`src/rtl/core/pdhtc_pkg.sv`:
```
// ----------------------------------------------------------------------------
// pdhtc_pkg
// types and constants of the pd heading turn controller
// ----------------------------------------------------------------------------
`default_nettype none

package pdhtc_pkg;

    localparam int GAIN_SHIFT = 8;

    // angles in 1/64 degree
    localparam logic signed [16:0] FULL_TURN = 17'sd23040;
    localparam logic signed [16:0] HALF_TURN = 17'sd11520;

    localparam int SUM_W = 35;

    // register reset values
    localparam logic signed [14:0] TURN_TARGET_RST = 15'sd5760;
    localparam logic [15:0] P_GAIN_RST      = 16'd364;
    localparam logic [15:0] D_GAIN_RST      = 16'd364;
    localparam logic [14:0] MAX_STEER_RST   = 15'd11469;
    localparam logic [14:0] MIN_STEER_RST   = 15'd1638;
    localparam logic [14:0] STALL_LIMIT_RST = 15'd26;
    localparam logic [14:0] DONE_WINDOW_RST = 15'd384;
    localparam logic [2:0]  DONE_COUNT_RST  = 3'd2;

    localparam logic [2:0] COUNT_MAX = 3'd7;

    typedef enum logic {
        OP_START = 1'b0,
        OP_TICK  = 1'b1
    } opcode_t;

    typedef enum logic [2:0] {
        REG_TURN_TARGET = 3'd0,
        REG_P_GAIN      = 3'd1,
        REG_D_GAIN      = 3'd2,
        REG_MAX_STEER   = 3'd3,
        REG_MIN_STEER   = 3'd4,
        REG_STALL_LIMIT = 3'd5,
        REG_DONE_WINDOW = 3'd6,
        REG_DONE_COUNT  = 3'd7
    } cfg_idx_t;

    typedef struct packed {
        logic signed [14:0] turn_target;
        logic [15:0]        p_gain;
        logic [15:0]        d_gain;
        logic [14:0]        max_steer;
        logic [14:0]        min_steer;
        logic [14:0]        stall_limit;
        logic [14:0]        done_window;
        logic [2:0]         done_count;
    } cfg_t;

    // heading terms handed from the angle stage to the steer logic
    typedef struct packed {
        logic signed [14:0] turned;
        logic signed [15:0] err;
        logic signed [16:0] derr;
        logic               stall;
    } angle_t;

endpackage

`default_nettype wire

```
`src/rtl/core/pdhtc_angle.sv`:
```
// ----------------------------------------------------------------------------
// pdhtc_angle
// heading wrap, error, error change and stall detect
// ----------------------------------------------------------------------------
`default_nettype none

module pdhtc_angle (
    input  wire logic [14:0]        heading,
    input  wire logic [14:0]        reference_heading,
    input  wire logic signed [15:0] previous_error,
    input  wire logic signed [14:0] previous_turned,
    input  wire logic signed [14:0] turn_target,
    input  wire logic [14:0]        stall_limit,
    output pdhtc_pkg::angle_t       angle
);
    import pdhtc_pkg::*;

    logic signed [16:0] rel;
    logic signed [16:0] rel_pos;
    logic signed [16:0] rel_wrap;
    logic signed [14:0] turned;
    logic signed [15:0] err;
    logic signed [15:0] move;
    logic [15:0]        move_mag;

    // relative heading into one signed half turn
    assign rel      = $signed({2'b00, heading}) - $signed({2'b00, reference_heading});
    assign rel_pos  = (rel < 17'sd0) ? rel + FULL_TURN : rel;
    assign rel_wrap = (rel_pos > HALF_TURN) ? rel_pos - FULL_TURN : rel_pos;
    assign turned   = rel_wrap[14:0];

    assign err      = {turn_target[14], turn_target} - {turned[14], turned};

    assign move     = {turned[14], turned} - {previous_turned[14], previous_turned};
    assign move_mag = move[15] ? 16'(-move) : 16'(move);

    assign angle.turned = turned;
    assign angle.err    = err;
    assign angle.derr   = {previous_error[15], previous_error} - {err[15], err};
    assign angle.stall  = move_mag < {1'b0, stall_limit};

endmodule

`default_nettype wire

```
`src/rtl/core/pdhtc_steer.sv`:
```
// ----------------------------------------------------------------------------
// pdhtc_steer
// pd steer with clamp to the maximum and lift to the minimum
// ----------------------------------------------------------------------------
`default_nettype none

module pdhtc_steer (
    input  wire pdhtc_pkg::angle_t  angle,
    input  wire logic [15:0]        p_gain,
    input  wire logic [15:0]        d_gain,
    input  wire logic [14:0]        max_steer,
    input  wire logic [14:0]        min_steer,
    output logic signed [15:0]      steer
);
    import pdhtc_pkg::*;

    logic signed [32:0]      prod_p;
    logic signed [33:0]      prod_d;
    logic signed [SUM_W-1:0] sum;
    logic signed [SUM_W-1:0] shifted;
    logic signed [SUM_W-1:0] mx_wide;
    logic signed [15:0]      mx;
    logic signed [15:0]      mn;
    logic signed [15:0]      clamped;

    assign prod_p  = angle.err * $signed({1'b0, p_gain});
    assign prod_d  = angle.derr * $signed({1'b0, d_gain});
    assign sum     = SUM_W'(prod_p) + SUM_W'(prod_d);
    // arithmetic shift rounds toward minus infinity
    assign shifted = sum >>> GAIN_SHIFT;

    assign mx_wide = $signed({{(SUM_W-15){1'b0}}, max_steer});
    assign mx      = $signed({1'b0, max_steer});
    assign mn      = angle.stall ? mx : $signed({1'b0, min_steer});

    always_comb
    begin
        priority if (shifted > mx_wide)
        begin
            clamped = mx;
        end
        else if (shifted < -mx_wide)
        begin
            clamped = -mx;
        end
        else
        begin
            clamped = shifted[15:0];
        end
    end

    // lift small values away from zero, zero goes positive
    always_comb
    begin
        if (clamped > -mn && clamped < mn)
        begin
            steer = clamped[15] ? -mn : mn;
        end
        else
        begin
            steer = clamped;
        end
    end

endmodule

`default_nettype wire

```
`src/rtl/core/pd_heading_turn_controller.sv`:
```
// ----------------------------------------------------------------------------
// pd_heading_turn_controller
// turn-in-place heading controller: pd steer with output clamp
// ----------------------------------------------------------------------------
//
//  channel   direction  signals                                      transfer
//  in        sink       in_valid/in_ready, opcode, heading           valid & ready
//  out       source     out_valid/out_ready, left_power,             valid & ready
//                       right_power, turned, done_res
//  cfg       sink       cfg_valid/cfg_ready, cfg_index, cfg_data     valid & ready
//
//  an input transfer is registered in the input register, then passes once
//  through wrap, two multipliers and clamp into the result register
//  one item per cycle is sustained while the output is not stalled; the pd
//  multiply-add sets the cycle time
//  reset (rst_n, asynchronous) empties both stages, loads register defaults and
//  clears the heading state; cfg_ready is always high
//  a stalled output holds the result and the input register keeps one more item
//
`default_nettype none

module pd_heading_turn_controller (
    input  wire logic               clk,
    input  wire logic               rst_n,

    input  wire logic               in_valid,
    output logic                    in_ready,
    input  wire logic               opcode,
    input  wire logic [14:0]        heading,

    output logic                    out_valid,
    input  wire logic               out_ready,
    output logic signed [15:0]      left_power,
    output logic signed [15:0]      right_power,
    output logic signed [14:0]      turned,
    output logic                    done_res,

    input  wire logic               cfg_valid,
    output logic                    cfg_ready,
    input  wire logic [2:0]         cfg_index,
    input  wire logic [15:0]        cfg_data
);
    import pdhtc_pkg::*;

    // configuration registers
    cfg_t               cfg_reg;

    // input register
    logic               s1_valid_reg;
    opcode_t            s1_op_reg;
    logic [14:0]        s1_heading_reg;

    // heading state carried from item to item
    logic [14:0]        reference_heading_reg;
    logic signed [15:0] previous_error_reg;
    logic signed [14:0] previous_turned_reg;
    logic [2:0]         in_range_count_reg;
    logic [2:0]         in_range_count_next;

    // result register
    logic               out_valid_reg;
    logic signed [15:0] left_power_reg;
    logic signed [14:0] turned_reg;
    logic               done_res_reg;

    logic               out_free;
    logic               fire;
    angle_t             angle;
    logic signed [15:0] steer;
    logic [15:0]        err_mag;
    logic               in_range;

    // handshake: the result stage frees when empty or when its transfer completes
    assign out_free  = !out_valid_reg || out_ready;
    assign fire      = s1_valid_reg && out_free;
    assign in_ready  = !s1_valid_reg || out_free;
    assign cfg_ready = 1'b1;

    pdhtc_angle u_angle (
        .heading           (s1_heading_reg),
        .reference_heading (reference_heading_reg),
        .previous_error    (previous_error_reg),
        .previous_turned   (previous_turned_reg),
        .turn_target       (cfg_reg.turn_target),
        .stall_limit       (cfg_reg.stall_limit),
        .angle             (angle)
    );

    pdhtc_steer u_steer (
        .angle     (angle),
        .p_gain    (cfg_reg.p_gain),
        .d_gain    (cfg_reg.d_gain),
        .max_steer (cfg_reg.max_steer),
        .min_steer (cfg_reg.min_steer),
        .steer     (steer)
    );

    // in-range count saturates at its maximum, cleared on any miss
    assign err_mag  = angle.err[15] ? 16'(-angle.err) : 16'(angle.err);
    assign in_range = err_mag < {1'b0, cfg_reg.done_window};

    always_comb
    begin
        if (!in_range)
        begin
            in_range_count_next = 3'd0;
        end
        else if (in_range_count_reg == COUNT_MAX)
        begin
            in_range_count_next = COUNT_MAX;
        end
        else
        begin
            in_range_count_next = in_range_count_reg + 3'd1;
        end
    end

    // configuration writes
    always_ff @(posedge clk or negedge rst_n)
    begin
        if (!rst_n)
        begin
            cfg_reg.turn_target <= TURN_TARGET_RST;
            cfg_reg.p_gain      <= P_GAIN_RST;
            cfg_reg.d_gain      <= D_GAIN_RST;
            cfg_reg.max_steer   <= MAX_STEER_RST;
            cfg_reg.min_steer   <= MIN_STEER_RST;
            cfg_reg.stall_limit <= STALL_LIMIT_RST;
            cfg_reg.done_window <= DONE_WINDOW_RST;
            cfg_reg.done_count  <= DONE_COUNT_RST;
        end
        else if (cfg_valid && cfg_ready)
        begin
            unique case (cfg_idx_t'(cfg_index))
                REG_TURN_TARGET: cfg_reg.turn_target <= $signed(cfg_data[14:0]);
                REG_P_GAIN:      cfg_reg.p_gain      <= cfg_data;
                REG_D_GAIN:      cfg_reg.d_gain      <= cfg_data;
                REG_MAX_STEER:   cfg_reg.max_steer   <= cfg_data[14:0];
                REG_MIN_STEER:   cfg_reg.min_steer   <= cfg_data[14:0];
                REG_STALL_LIMIT: cfg_reg.stall_limit <= cfg_data[14:0];
                REG_DONE_WINDOW: cfg_reg.done_window <= cfg_data[14:0];
                REG_DONE_COUNT:  cfg_reg.done_count  <= cfg_data[2:0];
            endcase
        end
    end

    // stage valid flags and heading state
    always_ff @(posedge clk or negedge rst_n)
    begin
        if (!rst_n)
        begin
            s1_valid_reg          <= 1'b0;
            out_valid_reg         <= 1'b0;
            reference_heading_reg <= '0;
            previous_error_reg    <= '0;
            previous_turned_reg   <= '0;
            in_range_count_reg    <= '0;
        end
        else
        begin
            if (in_ready)
            begin
                s1_valid_reg <= in_valid;
            end
            if (out_free)
            begin
                out_valid_reg <= s1_valid_reg;
            end
            if (fire)
            begin
                if (s1_op_reg == OP_START)
                begin
                    // start keeps the previous turned value
                    reference_heading_reg <= s1_heading_reg;
                    previous_error_reg    <= {cfg_reg.turn_target[14], cfg_reg.turn_target};
                    in_range_count_reg    <= 3'd0;
                end
                else
                begin
                    previous_error_reg    <= angle.err;
                    previous_turned_reg   <= angle.turned;
                    in_range_count_reg    <= in_range_count_next;
                end
            end
        end
    end

    // payload registers
    always_ff @(posedge clk)
    begin
        if (in_valid && in_ready)
        begin
            s1_op_reg      <= opcode_t'(opcode);
            s1_heading_reg <= heading;
        end
        if (fire)
        begin
            if (s1_op_reg == OP_START)
            begin
                left_power_reg <= '0;
                turned_reg     <= '0;
                done_res_reg   <= 1'b0;
            end
            else
            begin
                left_power_reg <= steer;
                turned_reg     <= angle.turned;
                done_res_reg   <= in_range_count_next >= cfg_reg.done_count;
            end
        end
    end

    assign out_valid   = out_valid_reg;
    assign left_power  = left_power_reg;
    assign right_power = -left_power_reg;
    assign turned      = turned_reg;
    assign done_res    = done_res_reg;

endmodule

`default_nettype wire

```
`config.mk`:
```
export PLATFORM = sky130hd
export DESIGN_NAME = pd_heading_turn_controller
export DESIGN_NICKNAME = d
export VERILOG_FILES = /design/src/rtl/core/pdhtc_pkg.sv /design/src/rtl/core/pdhtc_angle.sv /design/src/rtl/core/pdhtc_steer.sv /design/src/rtl/core/pd_heading_turn_controller.sv
export SDC_FILE = /design/constraint.sdc
export NUM_CORES = 2
export LEC_CHECK = 0
export BUFFER_PORTS_ARGS = -buffer_cell sky130_fd_sc_hd__buf_2
export CORE_MARGIN = 1.5
export CORE_UTILIZATION = 44
export DETAILED_ROUTE_END_ITERATION = 7
export SLEW_MARGIN = 0
export SYNTH_ARGS = -nofsm -noshare
export SYNTH_HDL_FRONTEND = slang
export SYNTH_HIERARCHICAL = 1
export SYNTH_SLANG_ARGS = --single-unit
```
`constraint.sdc`:
```
create_clock -name clk -period 22 [get_ports clk]
set_input_delay 3.3 -clock clk [delete_from_list [all_inputs] [get_ports clk]]
set_output_delay 3.3 -clock clk [all_outputs]
set_load 0.1 [all_outputs]
```
======== Yosys cells after proc, flatten, opt, wreduce, memory -nomap -nowiden ========
Index checks and enable logic that the tools add are counted.
cells by class
  $add $sub $neg .......................... 14
  multipliers ............................. 2
  order comparisons ....................... 9
  eq/ne operators ......................... 8
  mux-type cells .......................... 13
  bitwise logic cells ..................... 1
  reduce and logical (&&, ||, !) cells .... 18
operators with widths
  kind                                                                            number
  16-bit 2-to-1 mux                                                               7
  16-bit negator                                                                  4
  15-bit by 15-bit subtractor with 16-bit output                                  3
  33-bit by 34-bit adder with 35-bit output                                       1
  27-bit by 35-bit less-than comparator with 1-bit output                         1
  15-bit negator with 35-bit output                                               1
  17-bit by 17-bit multiplier with 34-bit output                                  1
  16-bit by 17-bit multiplier with 33-bit output                                  1
  16-bit by 15-bit less-than comparator with 1-bit output                         2
  15-bit 2-to-1 mux                                                               2
  27-bit by 16-bit > comparator with 1-bit output                                 1
  2-bit AND reduction                                                             10
  17-bit by 16-bit adder with 17-bit output (second input constant)               1
  17-bit by 15-bit > comparator with 1-bit output (second input constant)         1
  17-bit by 1-bit less-than comparator with 1-bit output (second input constant)  1
  17-bit 2-to-1 mux                                                               1
  16-bit by 16-bit subtractor with 17-bit output                                  1
  16-bit > comparator                                                             1
  16-bit less-than comparator                                                     1
  15-bit negator with 16-bit output                                               1
  3-bit == test (second input constant)                                           5
  15-bit subtractor (second input constant)                                       1
  3-bit 2-to-1 mux                                                                3
  3-bit by 2-bit == test with 1-bit output (second input constant)                2
  other kinds (8)                                                                 12
storage, ports and cells
  register bits after elaboration ......... 209
  input bits .............................. 40
  output and inout bits ................... 51
  word-level logic and storage cells ...... 84

======== Logic depth before layout (Yosys ltp) ========
  word-level depth ........................ 15
  mapped depth ............................ 88

======== By module ========
The synthesis kept the hierarchy.
by module, submodules not included
  module                      instances  cells each  area each (µm²)
  pdhtc_steer                 1          2706        23948.0
  pd_heading_turn_controller  1          631         8926.1
  pdhtc_angle                 1          565         4152.7

======== Worst setup path after synthesis ========
OpenSTA, ideal clock, no wires.
  path type ............................... reg-to-reg
  from .................................... register s1_heading_reg[0]
  to ...................................... register left_power_reg[10] (netlist: left_power[10]), data pin
  setup time .............................. 0.255 ns
  arrival ................................. 17.665 ns
  slack ................................... 4.081 ns
  stages on the path, launching flop included .. 86
  path buffers ............................ 6
  period minus slack after synthesis ...... 17.919 ns
  cell sequence ........................... edfxtp_1 > inv_1 > ha_1 > inv_1 > fa_1 > a211oi_4 > o211ai_1 > a21boi_1 > xnor2_2 > ha_1 > mux2i_1 > inv_1 > ha_1 > a21oi_1 > nor3_1 > a211oi_2 > nor2_2 > o21ai_4 > (+50 left out) > o22a_1 > ha_1 > a21o_1 > a21o_1 > a21o_1 > a21o_1 > a21o_1 > a211oi_1 > a21oi_1 > o21ai_0 > a21oi_1 > o21ai_0 > mux2_2 > a211o_1 > buf_6 > buf_6 > mux2_4 > and2_1
RTL lines
  item                    line                               text
  start, declared         pd_heading_turn_controller.sv:51   logic [14:0] s1_heading_reg;
  start signal, assigned  pd_heading_turn_controller.sv:194  s1_heading_reg <= heading;
  end signal, assigned    pd_heading_turn_controller.sv:206  left_power_reg <= steer;
  end, declared           pd_heading_turn_controller.sv:62   logic signed [15:0] left_power_reg;

==> reports/qor.txt <==
Status = finished clean
Final Max Tran Viols = 0
Clock slew at reported path FFs = 60 ps
Slew Limit Headroom = 16.25%
Clk sinks = 209
First-pass GRT wire length = 157300 um
Vias in the first global route = 27790
Final worst path period share = 92.56%
Clk_lat worst skew = 560 ps
Crit path max fanout = 35
Antenna viol nets, final = 0
Max reg flops = 110
Post-synthesis instance total = 3902
Vias per inst = 5.322
Worst hold path type = register to register
Part of the Yosys area used for sequential elements = 14.89%
Fmax = 0.04911 GHz
Max Buffers Root-to-Sink = 3
Most frequent cells in the layout = inv_1 (800), fa_1 (551), ha_1 (368), and2_1 (364), nand2_1 (295)
Detailed placement HPWL = 78250 um
EDFF count, synth = 48
Hold_buf cts = 0
Total Nets Final = 4907
Synth cell types = 112
Critical Path RT = 22310 ps
Core area = 83420 sq um
Chip height = 293.1 um
RSZ-0062 raised after global routing = false
Final wirelength = 98350 um
Post-synth top flop = dfrtp_1
I/O Pins = 91
Final hold viol count = 0
Flop and latch count out of synthesis = 209
Crit path largest cell delay = 690 ps
Mapped Area = 37030 sq um
Initial core utilization = 44.38%
Share of cells above drive strength 1 = 10.99%
DIE AREA = 85900 sq um
Grt ovf = 0
Area grow syn2layout = 7.161%
Post-CTS setup buffer count = 0
# port buffers = 89
Max Cap Violations = 0
GPL Wtd Cong = 0.9438
Post-cts sizing count = 0
Synth warn = 6
Syn Nets = 4861
Non-Filler Instances = 5048
CTS Root Cell = clkbuf_16
Crit path kind = register to register
Residual DRC = 0
Worst endpoint data arrival time = 20670 ps
Placed instance count = 5002
Finished layout cell area = 39680 sq um
Worst slew pin tran = 1249 ps
Setup TNS = 0 ps
Gr usage total = 23.55%
Hold Worst Slack = 483.3 ps
Largest net degree at the start of global routing = 66
First-pass DRT Iterations = 6
Min Tclk post-route = 20360 ps
Die Wd = 293.1 um
H-tree lvl count = 1
CP Launch Type = register
Initial antenna violation count = 8
Post-synth ARST share = 77.03%
DR vias = 26870
Placed cell areas = 38820 sq um
CTS Buf Count = 24
Row count = 106
CP Capture Type = register
1st-iter DRT viols = 1750
Slowest cell on the critical path = a211o_1
CTS tree = done
Wire per inst = 19.48 um
Synth Area per Inst = 9.489 sq um
Commonest non-fill, non-tap cell in the layout = inv_1
Endpoints failing setup = 0
Clock skew = 29.92 ps
==> worst max-delay path: cells and delay by family (launching register included) <==
family          cells  cell delay [ps]
compound gates     29             6440
xor+xnor            3              400
flops               1              390
fa+ha+maj          17             6930
simple gates       15             3250
mux                 3              910
buf+inv            11             1740
==> cell families (layout without fill, tap and decap cells) <==
logic type               Yosys count  in the layout  share of synthesized area (%)
flip-flops                       209            209                          14.89
AND/OR/NAND/NOR                 1031           1031                          15.04
other                              1              3                        0.01013
AO/OA/AOI/OAI                    467            467                          8.657
multiplexers                     194            194                          5.819
buffers and inverters            925            989                          9.553
adder cells (fa/ha/maj)          919            919                          42.23
XOR/XNOR                         156            156                          3.802
==> cell type report <==
type / instances / area, sq um
antenna: 2 / 5.005
clock buffer: 39 / 770.7
clock inverter: 5 / 82.58
fill: 8002 / 43740
inverter: 802 / 3010
multi-input combinational: 2768 / 28090
sequential: 209 / 5513
tap: 1080 / 1351
timing repair buffer: 143 / 857.1
==> cells in the mapped netlist, drive strengths merged, types with 7 or more instances <==
cell	n	area (sq um)
a211oi	23	207.7
a21o	58	435.4
a21oi	116	606.8
a31o	9	78.83
a31oi	18	118.9
and2	365	2285
and3	16	100.1
buf	28	168.9
clkbuf	95	357.8
dfrtp	127	3178
dfstp	34	893.4
edfxtp	48	1441
fa	551	11030
ha	368	4604
inv	802	3010
mux2	152	1734
mux2i	42	420.4
nand2	295	1107
nand2b	32	207.7
nand3	32	160.2
nand4	35	234.0
nor2	108	415.4
nor2b	31	193.9
nor3	40	216.5
nor3b	7	78.83
nor4	25	214.0
o211ai	14	110.1
o21a	24	181.4
o21ai	95	490.5
o21bai	13	97.59
o22a	7	61.31
o22ai	11	68.82
o31a	8	71.32
o31ai	11	101.3
or2	8	50.05
or3	10	62.56
or4	8	67.56
xnor2	106	950.9
xor2	50	456.7
==> metal layers <==
metal | part of all wire, % | track usage, %
met5 | 0.012 | 0
met3 | 5.4 | 3.132
met2 | 48 | 39.99
met1 | 44 | 31.72
met4 | 2.7 | 5.940
==> stage by stage <==
| stage | setup slack, ps | util (%) |
|---|---|---|
| finish | 1637 | 47.56 |
| global route | 5.540 | 47.56 |
| CTS | 1728 | 47.56 |
| detailed placement | 1834 | 46.53 |
| global placement | 1986 | 46.53 |
| floorplan | 4081 | - |
==> final timing paths <==
check | cells past startpoint | start | slack (ps) | end
min in group asynchronous | 1 | rst_n | 2700 | reference_heading_reg[5]
min reg2reg | 1 | reference_heading_reg[8] | 480 | reference_heading_reg[8]
max in group asynchronous | 2 | rst_n | 18090 | cfg_reg[36]
max reg2reg | 78 | s1_heading_reg[0] | 1640 | left_power[8]
max | 78 | s1_heading_reg[0] | 1640 | left_power[8]
min | 1 | reference_heading_reg[8] | 480 | reference_heading_reg[8]
Power is left out: the tool's default activity adds up to more than one toggle a clock period on the data nets, which glitch-free logic cannot reach.
